==> config.mk <==
export PLATFORM = sky130hd
export DESIGN_NAME = absmean_ternary_quantizer_flat
export DESIGN_NICKNAME = d
export VERILOG_FILES = /design/src/design/atq_pkg.sv /design/src/design/atq_chan_if.sv /design/src/design/atq_div.sv /design/src/design/atq_ctrl.sv /design/src/design/atq_dp.sv /design/src/design/absmean_ternary_quantizer.sv /design/src/flat_wrapper.sv
export SDC_FILE = /design/constraint.sdc
export NUM_CORES = 1
export LEC_CHECK = 0
export BUFFER_PORTS_ARGS = -buffer_cell sky130_fd_sc_hd__buf_2
export CAP_MARGIN = 5
export CORE_MARGIN = 3
export CORE_UTILIZATION = 50
export DETAILED_ROUTE_END_ITERATION = 8
export PLACE_DENSITY = 0.7
export SLEW_MARGIN = 20
export SYNTH_ARGS = -nofsm -noshare
export SYNTH_HDL_FRONTEND = slang
export SYNTH_SLANG_ARGS = --single-unit
export TNS_END_PERCENT = 10
==> constraint.sdc <==
create_clock -name clk -period 10 [get_ports clk]
set_input_delay 1 -clock clk [delete_from_list [all_inputs] [get_ports clk]]
set_output_delay 1 -clock clk [all_outputs]
set_load 0.1 [all_outputs]
==> src/design/atq_pkg.sv <==
// Shared types and constants of the absmean ternary quantizer.
`default_nettype none
package atq_pkg;

	localparam int SAMPLE_W = 16;
	localparam int LEVEL_W  = 17;
	localparam int MEAN_W   = 16;
	localparam int TRIT_W   = 2;

	localparam logic [TRIT_W-1:0] TRIT_ZERO = 2'd0;
	localparam logic [TRIT_W-1:0] TRIT_POS  = 2'd1;
	localparam logic [TRIT_W-1:0] TRIT_NEG  = 2'd2;

	typedef struct packed {
		logic signed [SAMPLE_W-1:0] sample;
		logic                       group_end;
	} in_item_t;

	typedef struct packed {
		logic signed [LEVEL_W-1:0] level;
		logic [TRIT_W-1:0]         trit;
		logic [MEAN_W-1:0]         mean_scale;
		logic                      run_end;
	} out_item_t;

	// controller to datapath
	typedef struct packed {
		logic load;       // store the accepted sample
		logic div_start;  // group closes with this sample
		logic rd_first;   // fetch the first stored sample
		logic rd_next;    // fetch the following stored sample
	} dp_cmd_t;

	// datapath to controller
	typedef struct packed {
		logic close;      // incoming sample ends the group
		logic div_done;   // mean is ready
		logic emit_last;  // shown result is the group's last
	} dp_status_t;

endpackage
`default_nettype wire

==> src/design/atq_chan_if.sv <==
// Valid/ready channel carrying one payload per transaction.
`default_nettype none
interface atq_chan_if #(
	parameter type payload_t = logic
) ();
	logic     valid;
	logic     ready;
	payload_t payload;

	modport source (output valid, output payload, input ready);
	modport sink (input valid, input payload, output ready);
endinterface
`default_nettype wire

==> src/design/atq_div.sv <==
// Restoring divider, one quotient bit per cycle.
`default_nettype none
module atq_div #(
	parameter int DVD_W = 22,
	parameter int DVS_W = 7
) (
	input  wire logic             clk,
	input  wire logic             arst_n,
	input  wire logic             start,
	input  wire logic [DVD_W-1:0] dividend,
	input  wire logic [DVS_W-1:0] divisor,
	output logic                  done,
	output logic [DVD_W-1:0]      quotient
);
	localparam int CNT_W = $clog2(DVD_W + 1);

	logic [DVD_W-1:0] quo_q;
	logic [DVS_W-1:0] rem_q;
	logic [DVS_W-1:0] dvs_q;
	logic [CNT_W-1:0] cnt_q;
	logic             busy_q;
	logic             done_q;
	logic [DVS_W:0]   trial;
	logic             fits;

	// shift in the next dividend bit and try the subtraction
	always_comb begin
		trial = {rem_q, quo_q[DVD_W-1]};
		fits  = trial >= {1'b0, dvs_q};
	end

	// control: step counter and done pulse
	always_ff @(posedge clk or negedge arst_n) begin
		if (!arst_n) begin
			busy_q <= 1'b0;
			done_q <= 1'b0;
			cnt_q  <= '0;
		end else begin
			done_q <= 1'b0;
			if (start) begin
				busy_q <= 1'b1;
				cnt_q  <= '0;
			end else if (busy_q) begin
				cnt_q <= CNT_W'(cnt_q + 1'b1);
				if (cnt_q == CNT_W'(DVD_W - 1)) begin
					busy_q <= 1'b0;
					done_q <= 1'b1;
				end
			end
		end
	end

	// datapath: partial remainder and quotient
	always_ff @(posedge clk) begin
		if (start) begin
			quo_q <= dividend;
			rem_q <= '0;
			dvs_q <= divisor;
		end else if (busy_q) begin
			quo_q <= {quo_q[DVD_W-2:0], fits};
			rem_q <= fits ? DVS_W'(trial - {1'b0, dvs_q}) : trial[DVS_W-1:0];
		end
	end

	assign done     = done_q;
	assign quotient = quo_q;
endmodule
`default_nettype wire

==> src/design/atq_ctrl.sv <==
// Controller: load, divide and emit sequencing with channel handshakes.
`default_nettype none
module atq_ctrl (
	input  wire logic             clk,
	input  wire logic             arst_n,
	input  wire logic             in_valid,
	output logic                  in_ready,
	output logic                  out_valid,
	input  wire logic             out_ready,
	input  wire atq_pkg::dp_status_t status,
	output atq_pkg::dp_cmd_t      cmd
);
	localparam logic [1:0] ST_LOAD = 2'd0;
	localparam logic [1:0] ST_DIV  = 2'd1;
	localparam logic [1:0] ST_PREP = 2'd2;
	localparam logic [1:0] ST_SHOW = 2'd3;

	logic [1:0] state_q;
	logic [1:0] state_d;
	logic       in_xfer;
	logic       out_xfer;

	assign in_ready  = state_q == ST_LOAD;
	assign out_valid = state_q == ST_SHOW;
	assign in_xfer   = in_valid && in_ready;
	assign out_xfer  = out_valid && out_ready;

	// commands to the datapath
	always_comb begin
		cmd.load      = in_xfer;
		cmd.div_start = in_xfer && status.close;
		cmd.rd_first  = state_q == ST_PREP;
		cmd.rd_next   = out_xfer && !status.emit_last;
	end

	// next state
	always_comb begin
		state_d = state_q;
		case (state_q)
			ST_LOAD: begin
				if (in_xfer && status.close) state_d = ST_DIV;
			end
			ST_DIV: begin
				if (status.div_done) state_d = ST_PREP;
			end
			ST_PREP: begin
				state_d = ST_SHOW;
			end
			ST_SHOW: begin
				if (out_xfer && status.emit_last) state_d = ST_LOAD;
			end
			default: begin
				state_d = ST_LOAD;
			end
		endcase
	end

	always_ff @(posedge clk or negedge arst_n) begin
		if (!arst_n) begin
			state_q <= ST_LOAD;
		end else begin
			state_q <= state_d;
		end
	end
endmodule
`default_nettype wire

==> src/design/atq_dp.sv <==
// Datapath: sample store, magnitude sum, mean divider and result forming.
`default_nettype none
module atq_dp #(
	parameter int GROUP_MAX = 64
) (
	input  wire logic              clk,
	input  wire logic              arst_n,
	input  wire atq_pkg::in_item_t in_item,
	input  wire atq_pkg::dp_cmd_t  cmd,
	output atq_pkg::dp_status_t    status,
	output atq_pkg::out_item_t     out_item
);
	localparam int AW = (GROUP_MAX > 1) ? $clog2(GROUP_MAX) : 1;
	localparam int CW = $clog2(GROUP_MAX + 1);
	localparam int SW = $clog2(GROUP_MAX * 32768 + 1);
	localparam int SMP_W = atq_pkg::SAMPLE_W;
	localparam int LVL_W = atq_pkg::LEVEL_W;
	localparam int MW = atq_pkg::MEAN_W;

	logic signed [SMP_W-1:0] mem [GROUP_MAX];
	logic signed [SMP_W-1:0] rd_q;
	logic [CW-1:0]           fill_q;
	logic [CW-1:0]           count_q;
	logic [CW-1:0]           idx_q;
	logic [SW-1:0]           sum_q;
	logic [CW-1:0]           fill_inc;
	logic [CW-1:0]           idx_inc;
	logic [SW-1:0]           sum_next;
	logic [LVL_W-1:0]        in_ext;
	logic [LVL_W-1:0]        in_mag;
	logic [LVL_W-1:0]        rd_ext;
	logic [LVL_W-1:0]        rd_mag;
	logic [AW-1:0]           rd_addr;
	logic                    div_done;
	logic [SW-1:0]           quotient;
	logic [MW-1:0]           mean;
	logic                    hit;

	// magnitude of the incoming sample and the running sum
	always_comb begin
		in_ext   = LVL_W'(in_item.sample);
		in_mag   = in_item.sample[SMP_W-1] ? LVL_W'(~in_ext + 1'b1) : in_ext;
		fill_inc = CW'(fill_q + 1'b1);
		sum_next = SW'(sum_q + SW'(in_mag));
	end

	assign status.close = in_item.group_end || (fill_inc == CW'(GROUP_MAX));

	// fill count and magnitude sum; clear when the group closes
	always_ff @(posedge clk or negedge arst_n) begin
		if (!arst_n) begin
			fill_q <= '0;
			sum_q  <= '0;
		end else if (cmd.load) begin
			if (cmd.div_start) begin
				fill_q <= '0;
				sum_q  <= '0;
			end else begin
				fill_q <= fill_inc;
				sum_q  <= sum_next;
			end
		end
	end

	// group size and emit index
	always_ff @(posedge clk or negedge arst_n) begin
		if (!arst_n) begin
			count_q <= '0;
			idx_q   <= '0;
		end else begin
			if (cmd.div_start) count_q <= fill_inc;
			if (cmd.rd_first) begin
				idx_q <= '0;
			end else if (cmd.rd_next) begin
				idx_q <= idx_inc;
			end
		end
	end

	assign idx_inc = CW'(idx_q + 1'b1);
	assign rd_addr = cmd.rd_first ? '0 : idx_inc[AW-1:0];

	// sample store, registered read
	always_ff @(posedge clk) begin
		if (cmd.load) mem[fill_q[AW-1:0]] <= in_item.sample;
		if (cmd.rd_first || cmd.rd_next) rd_q <= mem[rd_addr];
	end

	atq_div #(
		.DVD_W(SW),
		.DVS_W(CW)
	) u_div (
		.clk     (clk),
		.arst_n  (arst_n),
		.start   (cmd.div_start),
		.dividend(sum_next),
		.divisor (fill_inc),
		.done    (div_done),
		.quotient(quotient)
	);

	assign mean             = quotient[MW-1:0];
	assign status.div_done  = div_done;
	assign status.emit_last = idx_inc == count_q;

	// threshold the fetched sample against the mean
	always_comb begin
		rd_ext = LVL_W'(rd_q);
		rd_mag = rd_q[SMP_W-1] ? LVL_W'(~rd_ext + 1'b1) : rd_ext;
		hit    = (mean != '0) && (rd_mag >= LVL_W'(mean));
		out_item.mean_scale = mean;
		out_item.run_end    = status.emit_last;
		if (!hit) begin
			out_item.level = '0;
			out_item.trit  = atq_pkg::TRIT_ZERO;
		end else if (rd_q[SMP_W-1]) begin
			out_item.level = LVL_W'(~LVL_W'(mean) + 1'b1);
			out_item.trit  = atq_pkg::TRIT_NEG;
		end else begin
			out_item.level = LVL_W'(mean);
			out_item.trit  = atq_pkg::TRIT_POS;
		end
	end
endmodule
`default_nettype wire

==> src/design/absmean_ternary_quantizer.sv <==
// Flow: a group of N samples loads at one sample per cycle while samples are valid;
// the close starts a restoring divider with a clog2(GROUP_MAX*32768+1)-bit dividend
// (22 bits at 64); its done flag moves the controller to a prep state that fetches
// the first sample, then one result per cycle while the output is ready; no input
// is taken while a group divides or emits. Reset: arst_n clears the controller,
// fill count, sum and divider control; the sample store is not cleared.
`default_nettype none
module absmean_ternary_quantizer #(
	parameter int GROUP_MAX = 64
) (
	input  wire logic   clk,
	input  wire logic   arst_n,
	atq_chan_if.sink    samples,
	atq_chan_if.source  results
);
	atq_pkg::dp_cmd_t    cmd;
	atq_pkg::dp_status_t status;
	atq_pkg::in_item_t   in_item;
	atq_pkg::out_item_t  out_item;

	assign in_item         = samples.payload;
	assign results.payload = out_item;

	atq_ctrl u_ctrl (
		.clk      (clk),
		.arst_n   (arst_n),
		.in_valid (samples.valid),
		.in_ready (samples.ready),
		.out_valid(results.valid),
		.out_ready(results.ready),
		.status   (status),
		.cmd      (cmd)
	);

	atq_dp #(
		.GROUP_MAX(GROUP_MAX)
	) u_dp (
		.clk     (clk),
		.arst_n  (arst_n),
		.in_item (in_item),
		.cmd     (cmd),
		.status  (status),
		.out_item(out_item)
	);
endmodule
`default_nettype wire

==> src/flat_wrapper.sv <==
// flat-port wrapper written by rule: the top's interface ports become plain ports
module absmean_ternary_quantizer_flat import atq_pkg::*;
#(
	parameter int GROUP_MAX = 64
)
  (clk, arst_n, samples_valid, samples_payload, samples_ready, results_valid, results_payload, results_ready);
  atq_chan_if #(.payload_t(in_item_t)) samples_i ();
  atq_chan_if #(.payload_t(out_item_t)) results_i ();
  input  wire logic clk;
  input  wire logic arst_n;
  input wire logic [$bits(samples_i.valid)-1:0] samples_valid;
  input wire logic [$bits(samples_i.payload)-1:0] samples_payload;
  output wire logic [$bits(samples_i.ready)-1:0] samples_ready;
  output wire logic [$bits(results_i.valid)-1:0] results_valid;
  output wire logic [$bits(results_i.payload)-1:0] results_payload;
  input wire logic [$bits(results_i.ready)-1:0] results_ready;
  assign samples_i.valid = samples_valid;
  assign samples_i.payload = samples_payload;
  assign samples_ready = samples_i.ready;
  assign results_valid = results_i.valid;
  assign results_payload = results_i.payload;
  assign results_i.ready = results_ready;
  absmean_ternary_quantizer #(.GROUP_MAX(GROUP_MAX)) u_core (.clk(clk), .arst_n(arst_n), .samples(samples_i), .results(results_i));
endmodule
==> summary.txt <==
Reg2reg start -> u_core.u_dp.idx_q[0]$_DFFE_PN0P_
Least-Margin Pin Slew -> 1.19 ns
CTS tree -> built
Syn Inst Count -> 3263
Static Leak -> 0.0175 µW
Skew-Pair Late Insertion Delay -> 0.70 ns
Global Route Usage Sum -> 26.8%
Final Critical Period -> 5.38 ns
Post-DRT Antenna Nets -> 0
Syn_nets -> 3337
Launch point of the worst path -> u_core.u_dp.rd_q[2]$_DFFE_PP_
Slowest Stage Delay on Critical Path -> 0.60 ns
Crit path arrival time -> 4.38 ns
Clk buf depth -> 3
Fillers -> 7282
Largest net degree at the start of global routing -> 123
Hold Fails Final Rpt -> 0
#FFs+latches synth -> 1128
WS Path Type -> reg2out
Clock group share of total power -> 26.9%
Final GP Congestion -> 0.878
Worst setup SP type -> register
Cell area power density -> 280 mW/mm²
Status -> complete, no violations
Post_cts resized -> 0
Register share of total power -> 38.1%
Post-Route WL -> 134 mm
Clk sinks -> 1128
CTS H-tree depth -> 3
Most common cell after layout, fill and taps aside -> edfxtp_1
Ys flop type -> edfxtp_1
Final worst slack -> 4.62 ns
Starting DRT DRC Count -> 4455
Crit end category -> primary output
Die X -> 315 µm
Final non-filler cell total -> 4678
Sequential-to-total area share from yosys stat -> 70.4%
Worst path slowest cell -> o21ai_2
Worst-path clk slew -> 0.06 ns
Synth warn -> 0
Final Cell Area -> 0.0530 mm²
Vias per cell -> 6.46
Critical-path cell list -> nor2_1, nand3_1, or3_1, or3_1, o31ai_1, xnor2_1, ha_1, a21o_1, a211oi_1, o211ai_1, o21ai_2, nor2_1, buf_2
Worst path bufs/invs -> 1
Int Pwr -> 9200 µW
Via Count -> 30200
Diode count -> 0
Combinational group share of total power -> 35.0%
Layout cell share with drive strength beyond 1 -> 13.8%
Core area -> 0.0939 mm²
Mapped cell area -> 0.0476 mm²
Sw Ratio -> 38.1%
Required @ worst endpoint -> 9.00 ns
Num CTS Buffers -> 110
DRC -> 0
Ports -> 59
Antenna violations before repair -> 1
Port Buffers -> 58
Delay-heaviest family, CP -> compound AO/OA/AOI/OAI gates
Clk root buf -> clkbuf_16
Synth unique cells -> 95
Drt wl/cell -> 28.7 µm
Total Nets Final -> 3407
RSZ-0062 raised after global routing -> false
Vias in the first global route -> 28900
Ys async rst share -> 4.61%
Final Max Tran Viols -> 0
Number of flops mapped to enable cells by yosys -> 1069
Setup violations, final -> 0
Chip Height -> 315 µm
Reg2Reg Setup Slack -> 5.18 ns
Die Area -> 0.0990 mm²
Commonest non-fill, non-tap cells in the layout -> edfxtp_1, nand2_1, nor2_1
Post-DP HPWL -> 79.5 mm
Highest clock rate -> 186 MHz
Setup TNS -> 0 ns
Initial DRT Pass Iterations -> 8
Grt total ovfl -> 0
Placement Cell Area -> 0.0495 mm²
First-pass GRT wire length -> 195 mm
Placement Setup Slack -> 4.19 ns
Area occupied by multi-input gates -> 0.0130 mm²
Max capacitance violation total -> 0
Initial Util -> 50.7%
Finished Core Util -> 56.5%
FF/Latch Area -> 0.0335 mm²
Max_slew headroom -> 20.7%
Clock skew -> 0.0402 ns
Syn_area_per_cell -> 14.6 µm²
Final Cycle Share -> 53.8%
Total net switching power -> 5670 µW
Hold buffer count at cts -> 0
Placed Cells incl. Taps -> 4475
Min-Delay Path Class -> in2async
Rows -> 112
# Post-CTS Setup Buffers -> 0
Layout area overhead -> 11.3%
Maximum VDD drop -> 238 µV
Highest net fanout along the worst path -> 19
[per-stage QoR]
step	power (µW)	hold WS, ns
4_1_cts	14800	0.468
5_1_grt	15400	0.510
3_3_place_gp	10800	0.460
6_report	14900	0.469
3_5_place_dp	10900	0.472
2_1_floorplan	9300	0.445
[per-layer routing]
metal / wire, µm / part of all wire, % / global-route usage (%)
met5: 16 / 0.012 / 0
met4: 6320 / 4.7 / 12.1
met2: 60100 / 45 / 40.6
met1: 51400 / 38 / 36.7
met3: 16300 / 12 / 7.01
[layout make-up]
type / count / share of cell area (%)
clock buffers: 146 / 5.50
clock inverters: 57 / 1.04
inverters: 57 / 0.408
multi-input cells: 1853 / 24.4
flip-flops and latches: 1128 / 63.3
well taps: 1254 / 2.96
repair buffers: 183 / 2.39
[synthesized netlist by cell type, types with 51 or more instances]
| cell | instances | area, µm² |
|---|---|---|
| nand2_1 | 312 | 1170 |
| xnor2_1 | 57 | 499 |
| mux4_2 | 58 | 1310 |
| dfrtp_1 | 52 | 1300 |
| edfxtp_1 | 1069 | 32100 |
| a21oi_1 | 157 | 786 |
| buf_2 | 87 | 435 |
| mux2i_1 | 101 | 1010 |
| nand3_1 | 65 | 325 |
| clkbuf_1 | 86 | 323 |
| ha_1 | 51 | 638 |
| inv_1 | 57 | 214 |
| o21ai_0 | 144 | 721 |
| o221ai_1 | 63 | 552 |
| o22ai_1 | 71 | 444 |
| nor2_1 | 185 | 694 |
[logic make-up (layout without fill, tap and decap cells)]
family	Yosys count	after routing	share of synthesized area [%]
multiplexers	192	192	5.65
flip-flops	1128	1128	70.4
AO/OA/AOI/OAI	755	755	10.7
other	1	1	0.00787
buffers and inverters	282	443	2.78
adder cells (fa/ha/maj)	53	53	1.42
XOR/XNOR	85	85	1.68
AND/OR/NAND/NOR	767	767	7.35
[worst register-to-register path, cell delays in order, from the launching register on]
cell and delay [ns]:
dfrtp_4 0.81, ha_4 0.35, xnor2_4 0.09, buf_12 0.22, nor2_4 0.27, buf_4 0.60, buf_4 0.50, mux2i_1 0.28
o21ai_0 0.11, o211ai_1 0.45, o31ai_1 0.25, a311oi_1 0.60
[registers in the layout (all words and copies together) (netlist names)]
signal,count
u_core.u_dp.u_div.quotient,22
u_core.u_ctrl.state_q,2
u_core.u_dp.idx_q,7
u_core.u_dp.fill_q,7
u_core.u_dp.rd_q,16
u_core.u_dp.u_div.rem_q,7
u_core.u_dp.u_div.cnt_q,5
u_core.u_dp.u_div.dvs_q,7
u_core.u_dp.u_div.busy_q,1
u_core.u_dp.u_div.done,1
u_core.u_dp.sum_q,22
u_core.u_dp.count_q,7
u_core.u_dp.mem,1024
[path summary, 6_finish.rpt]
kind | end | cells past startpoint
max | results_payload[33] | 13
min | u_core.u_dp.u_div.cnt_q[0]$_DFFE_PN0P_ | 2
max reg2reg | u_core.u_dp.rd_q[13]$_DFFE_PP_ | 11
min reg2reg | u_core.u_dp.u_div.rem_q[6]$_SDFFE_PP0P_ | 2
max in group asynchronous | u_core.u_dp.idx_q[0]$_DFFE_PN0P_ | 2
min in group clk | u_core.u_dp.u_div.rem_q[6]$_SDFFE_PP0P_ | 2
[power groups by stage]
| stage | registers (µW) | clock network (µW) | logic (µW) |
|---|---|---|---|
| 2_1_floorplan | 5640 | 0 | 3670 |
| 3_3_place_gp | 5760 | 0 | 5040 |
| 3_5_place_dp | 5760 | 0 | 5100 |
| 4_1_cts | 5670 | 4030 | 5120 |
| 5_1_grt | 5690 | 4230 | 5520 |
| 6_report | 5670 | 4000 | 5200 |
Power figures use the tool's default switching activity.
